`config.mk`:
```
export PLATFORM = sky130hd
export DESIGN_NAME = gap_fill_linear_interpolator
export DESIGN_NICKNAME = d
export VERILOG_FILES = /design/src/sv/gfli_pkg.sv /design/src/sv/gfli_front.sv /design/src/sv/gfli_fifo.sv /design/src/sv/gfli_div.sv /design/src/sv/gfli_back.sv /design/src/sv/gap_fill_linear_interpolator.sv
export SDC_FILE = /design/constraint.sdc
export NUM_CORES = 1
export LEC_CHECK = 0
export ABC_AREA = 0
export BUFFER_PORTS_ARGS = -buffer_cell sky130_fd_sc_hd__buf_2
export CAP_MARGIN = 20
export CORE_UTILIZATION = 40
export DETAILED_ROUTE_END_ITERATION = 10
export PLACE_DENSITY = 0.62
export SYNTH_ARGS = -nofsm -noshare
export SYNTH_HDL_FRONTEND = slang
export SYNTH_SLANG_ARGS = --single-unit
```
`constraint.sdc`:
```
create_clock -name clk_i -period 33.6 [get_ports clk_i]
set_input_delay 3.36 -clock clk_i [delete_from_list [all_inputs] [get_ports clk_i]]
set_output_delay 3.36 -clock clk_i [all_outputs]
set_load 0.02 [all_outputs]
```
`src/sv/gfli_pkg.sv`:
```
// ----------------------------------------------------------------------------
// gfli_pkg
// Shared types and constants of the gap-fill linear interpolator: command
// format between front and back, result format, sequencer states.
// ----------------------------------------------------------------------------
package gfli_pkg;

  localparam int DataW     = 32;
  localparam int PendW     = 6;
  localparam int GapW      = PendW + 1;
  localparam int AccW      = DataW + 2;
  localparam int DivW      = 40;
  localparam int DivStep   = 8;
  localparam int FifoDepth = 2;

  typedef enum logic [1:0] {
    CMD_PRESENT,
    CMD_TAIL,
    CMD_OVERFLOW
  } cmd_kind_e;

  typedef struct packed {
    cmd_kind_e                 kind;
    logic signed [DataW-1:0]   a;
    logic signed [DataW-1:0]   b;
    logic        [PendW-1:0]   run;
    logic                      seen;
    logic                      rec_end;
  } cmd_t;

  typedef enum logic [1:0] {
    B_IDLE,
    B_DIV,
    B_EMIT
  } back_state_e;

  typedef struct packed {
    logic signed [DataW-1:0] value;
    logic                    synthesized;
    logic                    gap_overflow;
    logic                    no_data;
    logic                    run_last;
    logic                    record_last;
  } result_t;

endpackage

```
`src/sv/gfli_front.sv`:
```
// ----------------------------------------------------------------------------
// gfli_front
// Accepts input items, tracks the record state and turns every item that
// releases results into one command for the back end.
// ----------------------------------------------------------------------------
module gfli_front #(
  parameter int MaxGap = 63
) (
  input  logic                        clk_i,
  input  logic                        rst_ni,
  input  logic                        in_valid_i,
  output logic                        in_stall_o,
  input  logic signed [31:0]          sample_i,
  input  logic                        present_i,
  input  logic                        record_end_i,
  input  logic                        full_i,
  output logic                        push_o,
  output gfli_pkg::cmd_t              cmd_o
);
  import gfli_pkg::*;

  logic signed [DataW-1:0] last_q, last_d;
  logic                    seen_q, seen_d;
  logic [PendW-1:0]        pend_q, pend_d;
  logic                    accept;

  assign in_stall_o = full_i;
  assign accept     = in_valid_i && !full_i;

  always_comb begin
    last_d       = last_q;
    seen_d       = seen_q;
    pend_d       = pend_q;
    push_o       = 1'b0;
    cmd_o.kind   = CMD_PRESENT;
    cmd_o.a      = last_q;
    cmd_o.b      = sample_i;
    cmd_o.run    = pend_q;
    cmd_o.seen   = seen_q;
    cmd_o.rec_end = record_end_i;
    if (accept) begin
      priority if (present_i) begin
        push_o = 1'b1;
        last_d = sample_i;
        seen_d = 1'b1;
        pend_d = '0;
      end else if (record_end_i) begin
        push_o     = 1'b1;
        cmd_o.kind = CMD_TAIL;
        pend_d     = '0;
      end else if (pend_q >= PendW'(MaxGap)) begin
        push_o     = 1'b1;
        cmd_o.kind = CMD_OVERFLOW;
        pend_d     = '0;
      end else begin
        pend_d = pend_q + PendW'(1);
      end
      if (record_end_i) begin
        last_d = '0;
        seen_d = 1'b0;
        pend_d = '0;
      end
    end
  end

  always_ff @(posedge clk_i or negedge rst_ni) begin
    if (!rst_ni) begin
      last_q <= '0;
      seen_q <= 1'b0;
      pend_q <= '0;
    end else begin
      last_q <= last_d;
      seen_q <= seen_d;
      pend_q <= pend_d;
    end
  end

endmodule

```
`src/sv/gfli_fifo.sv`:
```
// ----------------------------------------------------------------------------
// gfli_fifo
// Short command queue between front and back end.
// ----------------------------------------------------------------------------
module gfli_fifo (
  input  logic           clk_i,
  input  logic           rst_ni,
  input  logic           push_i,
  input  gfli_pkg::cmd_t cmd_i,
  output logic           full_o,
  input  logic           pop_i,
  output logic           empty_o,
  output gfli_pkg::cmd_t head_o
);
  import gfli_pkg::*;

  localparam int PtrW = (FifoDepth > 1) ? $clog2(FifoDepth) : 1;
  localparam int CntW = $clog2(FifoDepth + 1);

  cmd_t            mem_q [FifoDepth];
  logic [PtrW-1:0] wr_q, wr_d, rd_q, rd_d;
  logic [CntW-1:0] cnt_q, cnt_d;
  logic            do_push, do_pop;

  assign full_o  = (cnt_q == CntW'(FifoDepth));
  assign empty_o = (cnt_q == '0);
  assign head_o  = mem_q[rd_q];
  assign do_push = push_i && !full_o;
  assign do_pop  = pop_i && !empty_o;

  always_comb begin
    wr_d  = wr_q;
    rd_d  = rd_q;
    cnt_d = cnt_q;
    if (do_push) begin
      wr_d = (wr_q == PtrW'(FifoDepth - 1)) ? '0 : wr_q + PtrW'(1);
    end
    if (do_pop) begin
      rd_d = (rd_q == PtrW'(FifoDepth - 1)) ? '0 : rd_q + PtrW'(1);
    end
    unique case ({do_push, do_pop})
      2'b10:   cnt_d = cnt_q + CntW'(1);
      2'b01:   cnt_d = cnt_q - CntW'(1);
      default: cnt_d = cnt_q;
    endcase
  end

  always_ff @(posedge clk_i or negedge rst_ni) begin
    if (!rst_ni) begin
      wr_q  <= '0;
      rd_q  <= '0;
      cnt_q <= '0;
    end else begin
      wr_q  <= wr_d;
      rd_q  <= rd_d;
      cnt_q <= cnt_d;
    end
  end

  always_ff @(posedge clk_i) begin
    if (do_push) begin
      mem_q[wr_q] <= cmd_i;
    end
  end

endmodule

```
`src/sv/gfli_div.sv`:
```
// ----------------------------------------------------------------------------
// gfli_div
// Unsigned restoring divider by a small gap length, several quotient bits
// per cycle; done pulses one cycle with quotient and remainder valid.
// ----------------------------------------------------------------------------
module gfli_div (
  input  logic                          clk_i,
  input  logic                          rst_ni,
  input  logic                          start_i,
  input  logic [gfli_pkg::DivW-1:0]     dividend_i,
  input  logic [gfli_pkg::GapW-1:0]     divisor_i,
  output logic                          done_o,
  output logic [gfli_pkg::DivW-1:0]     quot_o,
  output logic [gfli_pkg::GapW-1:0]     rem_o
);
  import gfli_pkg::*;

  localparam int Steps = DivW / DivStep;
  localparam int CntW  = (Steps > 1) ? $clog2(Steps) : 1;

  logic            busy_q, done_q;
  logic [CntW-1:0] cnt_q;
  logic [DivW-1:0] num_q, num_d;
  logic [GapW-1:0] rem_q, rem_d, den_q;

  always_comb begin
    logic [GapW:0] t;
    num_d = num_q;
    rem_d = rem_q;
    for (int i = 0; i < DivStep; i++) begin
      t     = {rem_d, num_d[DivW-1]};
      num_d = {num_d[DivW-2:0], 1'b0};
      if (t >= {1'b0, den_q}) begin
        rem_d    = GapW'(t - {1'b0, den_q});
        num_d[0] = 1'b1;
      end else begin
        rem_d = t[GapW-1:0];
      end
    end
  end

  always_ff @(posedge clk_i or negedge rst_ni) begin
    if (!rst_ni) begin
      busy_q <= 1'b0;
      done_q <= 1'b0;
      cnt_q  <= '0;
    end else if (start_i) begin
      busy_q <= 1'b1;
      done_q <= 1'b0;
      cnt_q  <= '0;
    end else if (busy_q) begin
      cnt_q <= cnt_q + CntW'(1);
      if (cnt_q == CntW'(Steps - 1)) begin
        busy_q <= 1'b0;
        done_q <= 1'b1;
      end
    end else begin
      done_q <= 1'b0;
    end
  end

  always_ff @(posedge clk_i) begin
    if (start_i) begin
      num_q <= dividend_i;
      rem_q <= '0;
      den_q <= divisor_i;
    end else if (busy_q) begin
      num_q <= num_d;
      rem_q <= rem_d;
    end
  end

  assign done_o = done_q;
  assign quot_o = num_q;
  assign rem_o  = rem_q;

endmodule

```
`src/sv/gfli_back.sv`:
```
// ----------------------------------------------------------------------------
// gfli_back
// Takes commands from the queue and emits their results one per cycle while the output is not stalled.
// An interpolated run needs one division of the step by the gap length;
// the fills then follow from a running quotient and remainder.
// ----------------------------------------------------------------------------
module gfli_back (
  input  logic                  clk_i,
  input  logic                  rst_ni,
  input  logic                  empty_i,
  input  gfli_pkg::cmd_t        head_i,
  output logic                  pop_o,
  output logic                  out_valid_o,
  input  logic                  out_stall_i,
  output gfli_pkg::result_t     res_o
);
  import gfli_pkg::*;

  back_state_e             state_q, state_d;
  cmd_t                    cmd_q;
  logic [PendW-1:0]        idx_q;
  logic signed [AccW-1:0]  q_q, dq_q;
  logic [GapW-1:0]         r_q, dr_q;
  logic                    neg_q;
  logic                    out_valid_q;
  result_t                 res_q, res;

  logic                    need_div, div_start, div_done;
  logic signed [DataW:0]   diff;
  logic [DataW:0]          mag;
  logic [DivW-1:0]         quot;
  logic [GapW-1:0]         rem, g, g_head;
  logic signed [AccW-1:0]  qmag, dq_fix, q_adv, interp;
  logic [GapW-1:0]         dr_fix;
  logic [GapW:0]           rsum;
  logic                    carry, slot_free, emit, last;

  assign g_head   = {1'b0, head_i.run} + GapW'(1);
  assign g        = {1'b0, cmd_q.run} + GapW'(1);
  assign need_div = (head_i.kind == CMD_PRESENT) && head_i.seen && (head_i.run != '0);
  assign diff     = {head_i.b[DataW-1], head_i.b} - {head_i.a[DataW-1], head_i.a};
  assign mag      = diff[DataW] ? (~diff + 1'b1) : diff;
  assign pop_o    = (state_q == B_IDLE) && !empty_i;
  assign div_start = pop_o && need_div;

  gfli_div u_div (
    .clk_i      (clk_i),
    .rst_ni     (rst_ni),
    .start_i    (div_start),
    .dividend_i (DivW'(mag)),
    .divisor_i  (g_head),
    .done_o     (div_done),
    .quot_o     (quot),
    .rem_o      (rem)
  );

  // floor division of the signed step
  always_comb begin
    qmag = quot[AccW-1:0];
    if (neg_q) begin
      if (rem != '0) begin
        dq_fix = -qmag - AccW'(1);
        dr_fix = g - rem;
      end else begin
        dq_fix = -qmag;
        dr_fix = '0;
      end
    end else begin
      dq_fix = qmag;
      dr_fix = rem;
    end
  end

  assign rsum   = {1'b0, r_q} + {1'b0, dr_q};
  assign carry  = (rsum >= {1'b0, g});
  assign q_adv  = q_q + dq_q + (carry ? AccW'(1) : AccW'(0));
  // floor to truncation toward zero
  assign interp = q_q + ((q_q[AccW-1] && (r_q != '0)) ? AccW'(1) : AccW'(0));

  assign slot_free = !out_valid_q || !out_stall_i;
  assign last      = (idx_q == cmd_q.run);
  assign emit      = (state_q == B_EMIT) && slot_free;

  always_comb begin
    res.value        = cmd_q.a;
    res.synthesized  = 1'b1;
    res.gap_overflow = 1'b0;
    res.no_data      = 1'b0;
    res.run_last     = last;
    res.record_last  = last && cmd_q.rec_end;
    unique case (cmd_q.kind)
      CMD_PRESENT: begin
        if (last) begin
          res.value       = cmd_q.b;
          res.synthesized = 1'b0;
        end else if (cmd_q.seen) begin
          res.value = interp[DataW-1:0];
        end else begin
          res.value = cmd_q.b;
        end
      end
      CMD_TAIL: begin
        res.no_data = !cmd_q.seen;
      end
      CMD_OVERFLOW: begin
        res.gap_overflow = 1'b1;
      end
      default: begin
        res.synthesized = 1'b1;
      end
    endcase
  end

  always_comb begin
    state_d = state_q;
    unique case (state_q)
      B_IDLE: begin
        if (!empty_i) begin
          state_d = need_div ? B_DIV : B_EMIT;
        end
      end
      B_DIV: begin
        if (div_done) begin
          state_d = B_EMIT;
        end
      end
      B_EMIT: begin
        if (emit && last) begin
          state_d = B_IDLE;
        end
      end
      default: state_d = B_IDLE;
    endcase
  end

  always_ff @(posedge clk_i or negedge rst_ni) begin
    if (!rst_ni) begin
      state_q     <= B_IDLE;
      out_valid_q <= 1'b0;
    end else begin
      state_q <= state_d;
      if (emit) begin
        out_valid_q <= 1'b1;
      end else if (!out_stall_i) begin
        out_valid_q <= 1'b0;
      end
    end
  end

  always_ff @(posedge clk_i) begin
    if (pop_o) begin
      cmd_q <= head_i;
      idx_q <= '0;
      neg_q <= diff[DataW];
    end else if (state_q == B_DIV && div_done) begin
      q_q  <= {{(AccW-DataW){cmd_q.a[DataW-1]}}, cmd_q.a} + dq_fix;
      r_q  <= dr_fix;
      dq_q <= dq_fix;
      dr_q <= dr_fix;
    end else if (emit && !last) begin
      idx_q <= idx_q + PendW'(1);
      q_q   <= q_adv;
      r_q   <= carry ? GapW'(rsum - {1'b0, g}) : rsum[GapW-1:0];
    end
    if (emit) begin
      res_q <= res;
    end
  end

  assign out_valid_o = out_valid_q;
  assign res_o       = res_q;

endmodule

```
`src/sv/gap_fill_linear_interpolator.sv`:
```
// ----------------------------------------------------------------------------
// gap_fill_linear_interpolator
// Fills missing samples of a record by Q16.16 linear interpolation.
// ----------------------------------------------------------------------------
// A missing item is held as a count and gives no result until a present
// item, the record end or a gap longer than MAX_GAP releases the run. An item
// that releases n results occupies the back end until all n are emitted; a run
// that is interpolated first waits for one division of the step by the gap
// length (in steps of eight quotient bits each), after which fills come one
// per cycle from a running quotient and remainder while the output is not
// stalled. Held missing items and items of a plain record are taken one per
// cycle while the two-entry command queue has room.
module gap_fill_linear_interpolator #(
  parameter int MAX_GAP = 63
) (
  input  logic               clk_i,
  input  logic               rst_ni,
  input  logic               in_valid_i,
  output logic               in_stall_o,
  input  logic signed [31:0] sample_i,
  input  logic               present_i,
  input  logic               record_end_i,
  output logic               out_valid_o,
  input  logic               out_stall_i,
  output logic signed [31:0] value_o,
  output logic               synthesized_o,
  output logic               gap_overflow_o,
  output logic               no_data_o,
  output logic               run_last_o,
  output logic               record_last_o
);
  import gfli_pkg::*;

  cmd_t    push_cmd, head;
  logic    push, full, pop, empty;
  result_t res;

  gfli_front #(
    .MaxGap (MAX_GAP)
  ) u_front (
    .clk_i        (clk_i),
    .rst_ni       (rst_ni),
    .in_valid_i   (in_valid_i),
    .in_stall_o   (in_stall_o),
    .sample_i     (sample_i),
    .present_i    (present_i),
    .record_end_i (record_end_i),
    .full_i       (full),
    .push_o       (push),
    .cmd_o        (push_cmd)
  );

  gfli_fifo u_fifo (
    .clk_i   (clk_i),
    .rst_ni  (rst_ni),
    .push_i  (push),
    .cmd_i   (push_cmd),
    .full_o  (full),
    .pop_i   (pop),
    .empty_o (empty),
    .head_o  (head)
  );

  gfli_back u_back (
    .clk_i       (clk_i),
    .rst_ni      (rst_ni),
    .empty_i     (empty),
    .head_i      (head),
    .pop_o       (pop),
    .out_valid_o (out_valid_o),
    .out_stall_i (out_stall_i),
    .res_o       (res)
  );

  assign value_o        = res.value;
  assign synthesized_o  = res.synthesized;
  assign gap_overflow_o = res.gap_overflow;
  assign no_data_o      = res.no_data;
  assign run_last_o     = res.run_last;
  assign record_last_o  = res.record_last;

endmodule
```
Word-level counts from Yosys, hierarchy flattened:

Memories as Yosys holds them, arrays and structs flattened.
Index checks and enable logic that the tools add are counted.

* flip-flop bits (word level): 305
* memories: 1
* RAM bits: 148

Memories
* u_fifo.mem_q: depth 2, bits a word 74, rd ports 1, clocked after memory_dff 0, write ports 1, RTL line gfli_fifo.sv:20 `cmd_t mem_q [FifoDepth];`

* bitwise operators: 3
* magnitude comparators: 10
* muxes and demuxes: 70
* add/sub/neg operators: 28
* equal/unequal tests: 14
* reductions and logical operators: 36

Operator list (number)
* 32-bit two-way mux: 5
* 34-bit two-way mux: 4
* 34-bit adder: 3
* 33-bit two-way mux: 3
* 7-bit two-way mux: 13
* 8-bit by 7-bit greater-or-equal comparator with 1-bit output: 9
* 7-bit subtractor: 10
* 34-bit negator: 1
* 34-bit by 2-bit subtractor with 34-bit output (second input constant): 1
* 33-bit by 1-bit adder with 33-bit output (second input constant): 1
* 33-bit inverter: 1
* 32-bit by 32-bit subtractor with 33-bit output: 1
* 32-bit adder: 1
* 1-bit two-way mux: 30
* 6-bit two-way mux: 3
* 2-bit two-way mux: 8
* 6-bit by 1-bit adder with 7-bit output (second input constant): 2
* 7-bit nonzero test: 2
* 1-bit logical AND: 13
* 6-bit by 1-bit adder with 6-bit output (second input constant): 2
* 7-bit by 7-bit adder with 8-bit output: 1
* 2-bit equality test (second input constant): 4
* 2-bit zero test: 4
* 2-bit AND reduction: 4
* 20 further kinds: 35

Logic depth before layout (Yosys ltp):

Gate-level depths: netlist of the first run.

* depth after elaboration: 18
* depth in mapped cells: 88
* depth with buffers taken out: 86

By module:

A second synthesis of the first run with hierarchy kept.

* cell total of the unflattened synthesis: 2981
* area total of the unflattened synthesis: 30873.4 µm²

Modules (own cells, without submodules)
* gfli_back: area an instance 17196.5 µm², instances 1, cells each 1920, sequential area each 6020.8 µm²
* gfli_div: area an instance 5799.3 µm², instances 1, cells each 597, sequential area each 1676.6 µm²
* gfli_fifo: area an instance 5736.8 µm², instances 1, cells each 248, sequential area each 4544.4 µm²
* gfli_front: area an instance 2140.8 µm², instances 1, cells each 216, sequential area each 975.9 µm²

Least setup slack after synthesis of the first run:

No wires, ideal clock.

* kind: reg2reg
* start: register u_back.u_div.den_q[1]
* end: register u_back.u_div.rem_q[1] (netlist: u_back.u_div.rem_o[1])
* required time: 33513 ps
* period minus slack after synthesis: 16401 ps
* stages on the path, launching flop included: 84
* path buffers: 4
* arrival: 16313 ps
* setup slack: 17199 ps
* cell sequence: edfxtp_1 -> inv_1 -> fa_1 -> nand3_1 -> and2_2 -> a31o_2 -> nand2_2 -> mux2i_1 -> inv_1 -> ha_1 -> nor2b_1 -> o31a_1 -> o31ai_1 -> o31a_2 -> and2_1 -> buf_4 -> mux2i_1 -> ha_1 -> [... 48 more ...] -> a21o_1 -> a31oi_2 -> and2_1 -> buf_2 -> mux2i_1 -> inv_1 -> ha_1 -> o21ai_0 -> nand2b_1 -> a21o_1 -> a21oi_1 -> o21ai_0 -> a21o_1 -> a311oi_1 -> nand3_1 -> and2_1 -> buf_2 -> o31ai_1

* word-level cells in the longest chain between the ends: 16
* elaborated cells on any way between the ends: 24

Ends and longest elaborated chain
* from (decl): RTL line gfli_div.sv:24 `logic [GapW-1:0] rem_q, rem_d, den_q;`
* from (signal assigned): RTL line gfli_div.sv:66 `den_q <= divisor_i;`
* 7-bit subtractor or 8-bit by 7-bit greater-or-equal comparator with 1-bit output (tied branches): RTL line gfli_div.sv:34, gfli_div.sv:33
* 7-bit two-way mux: RTL line gfli_div.sv:33 `if (t >= {1'b0, den_q}) begin`
* 7-bit subtractor or 8-bit by 7-bit greater-or-equal comparator with 1-bit output (tied branches): RTL line gfli_div.sv:34, gfli_div.sv:33
* 7-bit two-way mux: RTL line gfli_div.sv:33
* 7-bit subtractor or 8-bit by 7-bit greater-or-equal comparator with 1-bit output (tied branches): RTL line gfli_div.sv:34, gfli_div.sv:33
* 7-bit two-way mux: RTL line gfli_div.sv:33
* 7-bit subtractor or 8-bit by 7-bit greater-or-equal comparator with 1-bit output (tied branches): RTL line gfli_div.sv:34, gfli_div.sv:33
* 7-bit two-way mux: RTL line gfli_div.sv:33
* 7-bit subtractor or 8-bit by 7-bit greater-or-equal comparator with 1-bit output (tied branches): RTL line gfli_div.sv:34, gfli_div.sv:33
* 7-bit two-way mux: RTL line gfli_div.sv:33
* 7-bit subtractor or 8-bit by 7-bit greater-or-equal comparator with 1-bit output (tied branches): RTL line gfli_div.sv:34, gfli_div.sv:33
* 7-bit two-way mux: RTL line gfli_div.sv:33
* 8-bit by 7-bit greater-or-equal comparator with 1-bit output or 7-bit subtractor (tied branches): RTL line gfli_div.sv:33, gfli_div.sv:34
* 7-bit two-way mux: RTL line gfli_div.sv:33
* 7-bit subtractor or 8-bit by 7-bit greater-or-equal comparator with 1-bit output (tied branches): RTL line gfli_div.sv:34, gfli_div.sv:33
* 7-bit two-way mux (*): RTL line gfli_div.sv:33
* to (signal assigned): RTL line gfli_div.sv:69 `rem_q <= rem_d;`
* to (decl): RTL line gfli_div.sv:24

Mark *: on every way between the ends. The rest lies on a longest branch, timed or not.
A chain may end at the register's enable or synchronous reset.

Final worst setup path of the first run:

Same ends and word-level chain as after synthesis.

==> impl_results.md, run 1 <==
* Crit path time final at 19,780 ps
* Synth warn at 0
* DR iter-0 viols at 1,773
* Critical path startpoint category: register
* DP HPWL at 60,200 um
* Grt ovf at 0
* Worst Tran Pin Value at 1160 ps
* Unrepaired setup endpoints after global routing: no
* # DRC at 0
* Commonest non-fill, non-tap cells in the layout: edfxtp_1 (382), nand2_1 (252), o21ai_0 (210), nor2_1 (207), a21oi_1 (188)
* WP data arrival at 20,260 ps
* Setup crit end: u_back.u_div.rem_o[1]
* Most common cell after layout, fill and taps aside: edfxtp_1
* Crit path from: u_back.u_div.den_q[1]
* Syn Nets at 3,123
* Post-CTS Hold Buffers at 0
* Worst path slowest cell: fa_1
* Slew HR at 0.222
* Final Skew at 63.1 ps
* Top cells by area, synth: edfxtp_1 (39%), ha_1 (7.9%), xnor2_1 (4.5%), dfrtp_1 (4.4%), o21ai_0 (3.6%)
* R2R Setup Slk at 13,820 ps
* Yosys top cell area share at 0.393
* Post-route clock period utilization at 0.589
* Vias per cell at 5.74
* Status: complete, no violations
* Worst setup path category: reg2reg
* CTS max path bufs at 3
* Starting Density at 0.407
* Total Wirelength at 80,800 um
* Die Height at 272 um
* Synth area leader: edfxtp_1
* Avg WL per Cell at 20.6 um
* Die W at 272 um
* DIE AREA at 0.0741 mm^2
* Layout cells sized above 1 at 0.0936
* TNS Setup at 0 ps
* Yosys cell types at 98
* Post-Synthesis Mean Instance Area at 10.1 um^2
* RR Endpoint: u_back.u_div.rem_o[1]
* First drt pass iteration count at 6
* IO Count at 77
* Final core occ at 0.451
* Final Slew Violations at 0
* HP Class: reg2reg
* Clock sink count at 453
* Fmax at 50.6 MHz
* Max-Cap Viols at 0
* Final setup vio count at 0
* Slowest Stage Delay on Critical Path at 560 ps
* CP Capture Type: register
* Worst EP required at 34,080 ps
* Area of the multi-input gates at 0.0152 mm^2
* Placed insts at 3,827
* Num CTS Buffers at 49
* CP most frequent cell: o21ai_0
* # rows at 98
* Post-CTS setup buffers at 0
* CP max FO at 15
* Layout Nets at 3,167
* Post-synth EDFFs at 382
* Launch point of the worst reg-to-reg path: u_back.u_div.den_q[1]
* CTS root buffer: clkbuf_16
* Worst-Skew Late Latency at 630 ps
* Post-Syn Area at 0.0292 mm^2
* RePlAce Congestion at 0.931
* Area Overhead vs Synth at 10.8%
* Largest net degree at the start of global routing at 73
* PostCTS Resize Cnt at 0
* Sequential share of the synthesized area at 0.450
* Vias at 22,511
* FFs w/ async S/R, synth at 0.113
* Worst-case reg-to-reg path depth at 79
* Ys flop type: edfxtp_1
* Clock transition at the registers of the reported paths at 60 ps
* CTS tree: yes
* Core area at 0.0719 mm^2
* Fillers at 6,771
* Antenna violations before repair at 1
* Total track usage at 0.215
* Port bufs at 76
* Mapped Cells at 2,885
* First-pass GRT wire length at 125,000 um
* H-tree levels at 2
* Seq cells post-synth at 453
* Final ANT Viol Nets at 0
* FF+latch area at 0.0132 mm^2
* Hold Vio Cnt, Final at 0
* Vias in the first global route at 21,937
* Final std cells w/o fill at 3,921
* Final hold slack at 470 ps
[logic make-up after synthesis]
| family | synth area share |
|---|---|
| DFF | 0.450 |
| adders and majority gates | 0.0895 |
| and+or+nand+nor | 0.147 |
| xor gates and xnor gates | 0.0742 |
| buffers and inverters | 0.0319 |
| AOI/OAI and AO/OA | 0.164 |
| muxes | 0.0430 |
[Yosys cell counts, drive strengths merged (13+ instances only)]
cell / number
o211ai: 20
ha: 185
o21bai: 20
nor2b: 37
o21a: 27
clkbuf: 88
nor3: 69
nand3: 66
xnor2: 149
nand4: 26
nand2b: 61
a211o: 13
fa: 15
or2: 14
edfxtp: 382
a21oi: 190
buf: 15
o31ai: 22
xor2: 96
mux2i: 67
a211oi: 21
nor2: 208
dfxtp: 20
mux2: 52
and2: 22
a21o: 72
or3: 28
a31oi: 19
a2111oi: 13
o21ai: 223
and3: 30
nand2: 255
inv: 143
dfrtp: 51
[worst min path at each step]
stage,startpoint,to,slack [ps],depth (start not counted)
floorplan,u_front.seen_q,u_fifo.mem_q[0][1],440,0
global placement,u_front.last_q[4],u_fifo.mem_q[1][44],450,0
detailed placement,u_front.last_q[19],u_fifo.mem_q[1][59],460,0
CTS,u_front.last_q[25],u_fifo.mem_q[0][65],460,0
global route,u_front.last_q[25],u_fifo.mem_q[0][65],470,0
finish,u_front.last_q[25],u_fifo.mem_q[0][65],470,0
[per-layer routing]
| layer | track usage | up-vias | share of wire | wire length [um] |
|---|---|---|---|---|
| met5 | 0 | - | 0 | 0 |
| met2 | 0.351 | 720 | 0.46 | 37500 |
| met1 | 0.297 | 10981 | 0.45 | 36700 |
| met3 | 0.0270 | 120 | 0.056 | 4520 |
| met4 | 0.0603 | 0 | 0.026 | 2090 |
| li1 | - | 10690 | - | - |
[metrics by stage]
step / setup WS [ps] / area, um^2
CTS: 13850 / 32400
global placement: 14490 / 30600
floorplan: 17200 / 29200
finish: 13820 / 32400
detailed placement: 13980 / 30600
global route: 12230 / 32400
[cell type report]
class / count / area share
clock inverters: 25 / 0.0124
inverters: 143 / 0.0166
repair buffers: 96 / 0.0165
well taps: 950 / 0.0367
clock buffers: 67 / 0.0424
flip-flops and latches: 453 / 0.406
multi-input cells: 2186 / 0.469
diodes: 1 / 0.0000773
[critical path: cells and delay by family, from the launching register on]
family / cells / cell delay (ps)
buf+inv: 5 / 850
simple gates: 20 / 4360
mux: 5 / 1710
compound gates: 41 / 9470
flops: 1 / 320
fa+ha+maj: 8 / 2930
[flip-flops by register name, indices dropped and copies added (netlist names), 2 cells and up]
signal,count
u_back.state_q,2
u_back.u_div.den_q,7
u_back.dq_q,34
u_back.q_q,34
u_back.cmd_q,74
u_front.pend_q,6
u_back.idx_q,6
u_fifo.cnt_q,2
u_back.u_div.rem_o,7
u_back.dr_q,7
u_back.u_div.cnt_q,3
u_front.last_q,32
u_back.r_q,7
u_back.u_div.quot_o,40
u_fifo.mem_q,148
u_back.res_o,37
Power of run 1 is left out: the tool's default activity adds up to more than one toggle a clock period on the data nets, which glitch-free logic cannot reach.
==> inputs of run 2 (changes only) <==
Settings changed: PLACE_DENSITY 0.62 to 0.64.
Clock period 33.6 ns to 16.35 ns, I/O delays scaled along.
==> run 2 against run 1 <==
  * Fmax is 27% higher
  * Global-route usage is 1.2 points lower
  * Die area stayed put
  * Via count is 1.9% lower
  * Clock skew is 39 ps lower
  * Cell count is 1.2% higher
  * First-iteration DRC count is 9.4% higher
  * Flip-flop and latch count stayed put
  * Utilization is 0.57 points higher
==> impl_results.md, run 2 (synthesis gave the netlist of run 1 again) <==
* Status: complete, no violations
* # DRC at 0
* WP data arrival at 16,000 ps
* IO Count at 77
* Port bufs at 76
* CP Capture Type: register
* Die W at 272 um
* ANT cells at 0
* Final setup vio count at 0
* DIE AREA at 0.0741 mm^2
* Avg WL per Cell at 19.4 um
* # rows at 98
* Layout cells sized above 1 at 0.120
* Grt ovf at 0
* Commonest non-fill, non-tap cells in the layout: edfxtp_1 (382), nand2_1 (250), nor2_1 (206), o21ai_0 (201)
* HP Class: reg2reg
* Hold Vio Cnt, Final at 0
* Clock sink count at 453
* H-tree levels at 2
* Post-route clock period utilization at 0.949
* Worst Tran Pin Value at 1080 ps
* Num CTS Buffers at 49
* Final Skew at 24.4 ps
* CP most frequent cell: a21o_1
* Final Slew Violations at 0
* Worst EP required at 16,830 ps
* CP max FO at 9
* Vias per cell at 5.56
* DR iter-0 viols at 1,939
* Layout Nets at 3,217
* CTS root buffer: clkbuf_16
* CTS max path bufs at 3
* Worst path slowest cell: fa_1
* Max reg flops at 148
* Fillers at 6,784
* DP HPWL at 57,100 um
* Antenna violations before repair at 0
* Worst hold start: u_front.last_q[30]
* Worst-Skew Late Latency at 610 ps
* Total Wirelength at 76,900 um
* Area Overhead vs Synth at 12.2%
* Largest net degree at the start of global routing at 83
* Clock transition at the registers of the reported paths at 60 ps
* Die Height at 272 um
* CTS tree: yes
* Crit path time final at 15,520 ps
* First drt pass iteration count at 6
* Vias at 22,077
* Fmax at 64.4 MHz
* Final hold slack at 466 ps
* Post-CTS Hold Buffers at 0
* Max-Cap Viols at 0
* Critical path startpoint category: register
* Vias in the first global route at 20,638
* Slowest Stage Delay on Critical Path at 420 ps
* Core area at 0.0719 mm^2
* Launch point of the worst reg-to-reg path: u_back.u_div.den_q[0]
* RePlAce Congestion at 0.908
* Final ANT Viol Nets at 0
* Most common cell after layout, fill and taps aside: edfxtp_1
* Slew HR at 0.262
* Starting Density at 0.407
* Most flops, register: u_fifo.mem_q
* Worst setup path category: reg2reg
* First-pass GRT wire length at 117,000 um
* Total track usage at 0.202
* Crit path from: u_back.u_div.den_q[0]
[run 2: changes by cell type in the layout (fill, tap and decap cells not counted), moves of 6 or more]
cell / previous run / this run
buf_4: 19 / 69
mux2i_1: 67 / 61
o21ai_0: 210 / 201
clkbuf_8: 8 / 2
clkbuf_1: 10 / 16
o21ai_1: 11 / 18
bufinv_16: 8 / 2
[run 2: cell type report]
class                      count  area, um^2  share of cell area
multi-input combinational   2186       15400               0.471
sequential                   453       13200               0.401
clock buffer                  67        1310              0.0401
tap                          950        1190              0.0363
timing repair buffer         146         910              0.0277
inverter                     143         537              0.0164
clock inverter                25         234             0.00714
[run 2: timing repair]
item	4_1_cts	5_1_grt
setup endpoints to repair	8	8
resized for setup	11	53
setup buffers	2	13
gates cloned	0	0
pin swaps	2	22
[run 2: routing by layer]
metal | vias to the layer above | track usage | routed length (um)
met4 | 0 | 0.0537 | 1970
met2 | 601 | 0.305 | 33000
met5 | - | 0 | 0
li1 | 10801 | - | -
met3 | 131 | 0.0252 | 4460
met1 | 10544 | 0.303 | 37500
[run 2: path summary, 6_finish.rpt]
kind	endpoint	slack, ps	cells after the start
worst max-delay path	u_back.u_div.rem_o[0]	830	81
worst min-delay path	u_fifo.mem_q[0][70]	470	0
worst max register to register	u_back.u_div.rem_o[0]	830	81
worst min register to register	u_fifo.mem_q[0][70]	470	0
max in group asynchronous	u_fifo.rd_q	14550	2
min in group asynchronous	u_front.last_q[13]	1160	2
[run 2: worst max-delay path, delay by kind of cell, from the launching register on]
family | cells | cell delay, ps
AO/OA/AOI/OAI | 39 | 7030
AND/OR/NAND/NOR | 23 | 3420
flip-flops | 1 | 400
buffers and inverters | 5 | 500
adder cells (fa/ha/maj) | 9 | 2630
multiplexers | 5 | 1410
[run 2: stage by stage]
step	cells	setup slack (ps)	util	setup TNS, ps	area [um^2]
after CTS	3957	2.65	0.452	0	32500
after global placement	3863	239	0.429	0	30900
after global routing	3970	-62.9	0.456	-334	32800
final	3970	832	0.456	0	32800
after detailed placement	3863	-249	0.429	-1490	30900
after floorplan	2885	44.7	-	0	29200
Power of run 2 is left out for the same reason.
==> inputs of run 3 (changes only) <==
Settings changed: PLACE_DENSITY 0.64 to 0.61, SETUP_SLACK_MARGIN from default to 0.02.
==> run 3 against run 2 <==
  * Register-to-register slack got worse by 130 ps
  * Cell count up 0.48%
  * Via count grew 2.1%
  * Global-route usage rose by 1.9 points
  * Utilization increased by 0.61 points
  * Critical endpoint is now u_back.u_div.rem_o[3]
==> impl_results.md, run 3 (synthesis gave the netlist of run 1 again) <==
* CTS max path bufs at 3
* First drt pass iteration count at 5
* Clock sink count at 453
* Port bufs at 76
* Die W at 272 um
* Worst slack, placed at -504 ps
* Hold Vio Cnt, Final at 0
* WP data arrival at 16,120 ps
* Total Wirelength at 82,900 um
* Vias in the first global route at 22,052
* First-pass GRT wire length at 128,000 um
* Most flops, register: u_fifo.mem_q
* CTS tree: yes
* CP Capture Type: register
* Final ANT Viol Nets at 0
* Total track usage at 0.221
* Final setup vio count at 0
* Area Overhead vs Synth at 13.7%
* Crit path time final at 15,640 ps
* Worst path slowest cell: or3_4
* Max reg flops at 148
* HP Class: reg2reg
* CP most frequent cell: a21o_1
* Worst-case reg-to-reg path depth at 81
* Slew HR at 0.222
* Most common cell after layout, fill and taps aside: edfxtp_1
* Slowest Stage Delay on Critical Path at 420 ps
* Avg WL per Cell at 20.8 um
* Fillers at 6,786
* Vias per cell at 5.65
* Layout cells sized above 1 at 0.134
* Antenna violations before repair at 2
* Hold endpoint: u_fifo.mem_q[1][65]
* RR Endpoint: u_back.u_div.rem_o[3]
* Fmax at 63.9 MHz
* Clock transition at the registers of the reported paths at 70 ps
* # rows at 98
* DIE AREA at 0.0741 mm^2
* Layout Nets at 3,236
* Worst hold path depth at 0
* CP max FO at 5
* Finished Cell Area at 0.0332 mm^2
* Vias at 22,549
* Commonest non-fill, non-tap cells in the layout: edfxtp_1 (382), nand2_1 (250), nor2_1 (206), o21ai_0 (201), a21oi_1 (183)
* Worst EP required at 16,830 ps
* CTS root buffer: clkbuf_16
* Worst Tran Pin Value at 1160 ps
* Launch point of the worst reg-to-reg path: u_back.u_div.den_q[0]
* Final Slew Violations at 0
* Placed Area at 0.0309 mm^2
* Post-route clock period utilization at 0.957
* Largest net degree at the start of global routing at 71
* Critical path startpoint category: register
* Worst hold start: u_front.last_q[25]
* H-tree levels at 2
* ANT cells at 0
* Worst setup path category: reg2reg
* DR iter-0 viols at 1,833
* Final core occ at 0.462
* IO Count at 77
* Worst-Skew Late Latency at 620 ps
* Status: complete, no violations
* Die Height at 272 um
* Final Skew at 28.3 ps
* # DRC at 0
* Num CTS Buffers at 50
* Max-Cap Viols at 0
* Grt ovf at 0
* DP HPWL at 62,300 um
* R2R Setup Slk at 710 ps
* RePlAce Congestion at 0.936
* Core area at 0.0719 mm^2
* Starting Density at 0.407
* PnR worst setup slack at 705 ps
-- run 3: through the flow --
step | TNS (ps) | cells | hold WS (ps)
final | 0 | 3989 | 452
after global placement | 0 | 3870 | 446
after CTS | 0 | 3965 | 464
after global routing | -221 | 3989 | 483
after detailed placement | -3840 | 3870 | 454
after floorplan | 0 | 2885 | 442
-- run 3: metal layers --
layer / vias up / track usage / part of all wire / wire [um]
met3: 97 / 0.0248 / 0.049 / 4070
met2: 650 / 0.364 / 0.47 / 38800
li1: 10846 / - / - / -
met4: 2 / 0.0461 / 0.019 / 1570
met1: 10954 / 0.312 / 0.46 / 38500
met5: - / 0 / 0.00016 / 13
-- run 3: critical path: cells and delay by family (launching register included) --
family	cells	cell delay [ps]
AOI/OAI and AO/OA	40	7600
adders and majority gates	9	2440
buffers and inverters	5	510
DFF	1	400
muxes	5	1290
and+or+nand+nor	22	3250
-- run 3: layout make-up --
class | count | area, um^2 | area share
clock buffer | 67 | 1430 | 0.0429
clock inverter | 26 | 308 | 0.00926
inverter | 143 | 537 | 0.0162
multi-input combinational | 2187 | 15600 | 0.468
sequential | 453 | 13200 | 0.396
tap | 950 | 1190 | 0.0358
timing repair buffer | 163 | 1050 | 0.0316
-- run 3: worst max-delay path by stage --
stage	startpoint	endpoint	slack, ps	cells after the start
finish	u_back.u_div.den_q[0]	u_back.u_div.rem_o[3]	710	81
global route	u_back.u_div.den_q[0]	u_back.u_div.rem_o[3]	-60	85
CTS	u_back.u_div.den_q[0]	u_back.u_div.rem_o[6]	40	85
detailed placement	u_back.u_div.den_q[0]	u_back.u_div.rem_o[5]	-500	84
global placement	u_back.u_div.den_q[0]	u_back.u_div.rem_o[3]	40	84
floorplan	u_back.u_div.den_q[1]	u_back.u_div.rem_o[1]	40	83
-- run 3: timing repair --
action,CTS,global route
cloned,0,1
pin swaps,2,40
setup buffers,2,23
endpoints found under the setup margin,8,8
hold buffers,0,0
gates resized for setup,13,70
Power of run 3 is left out for the same reason.
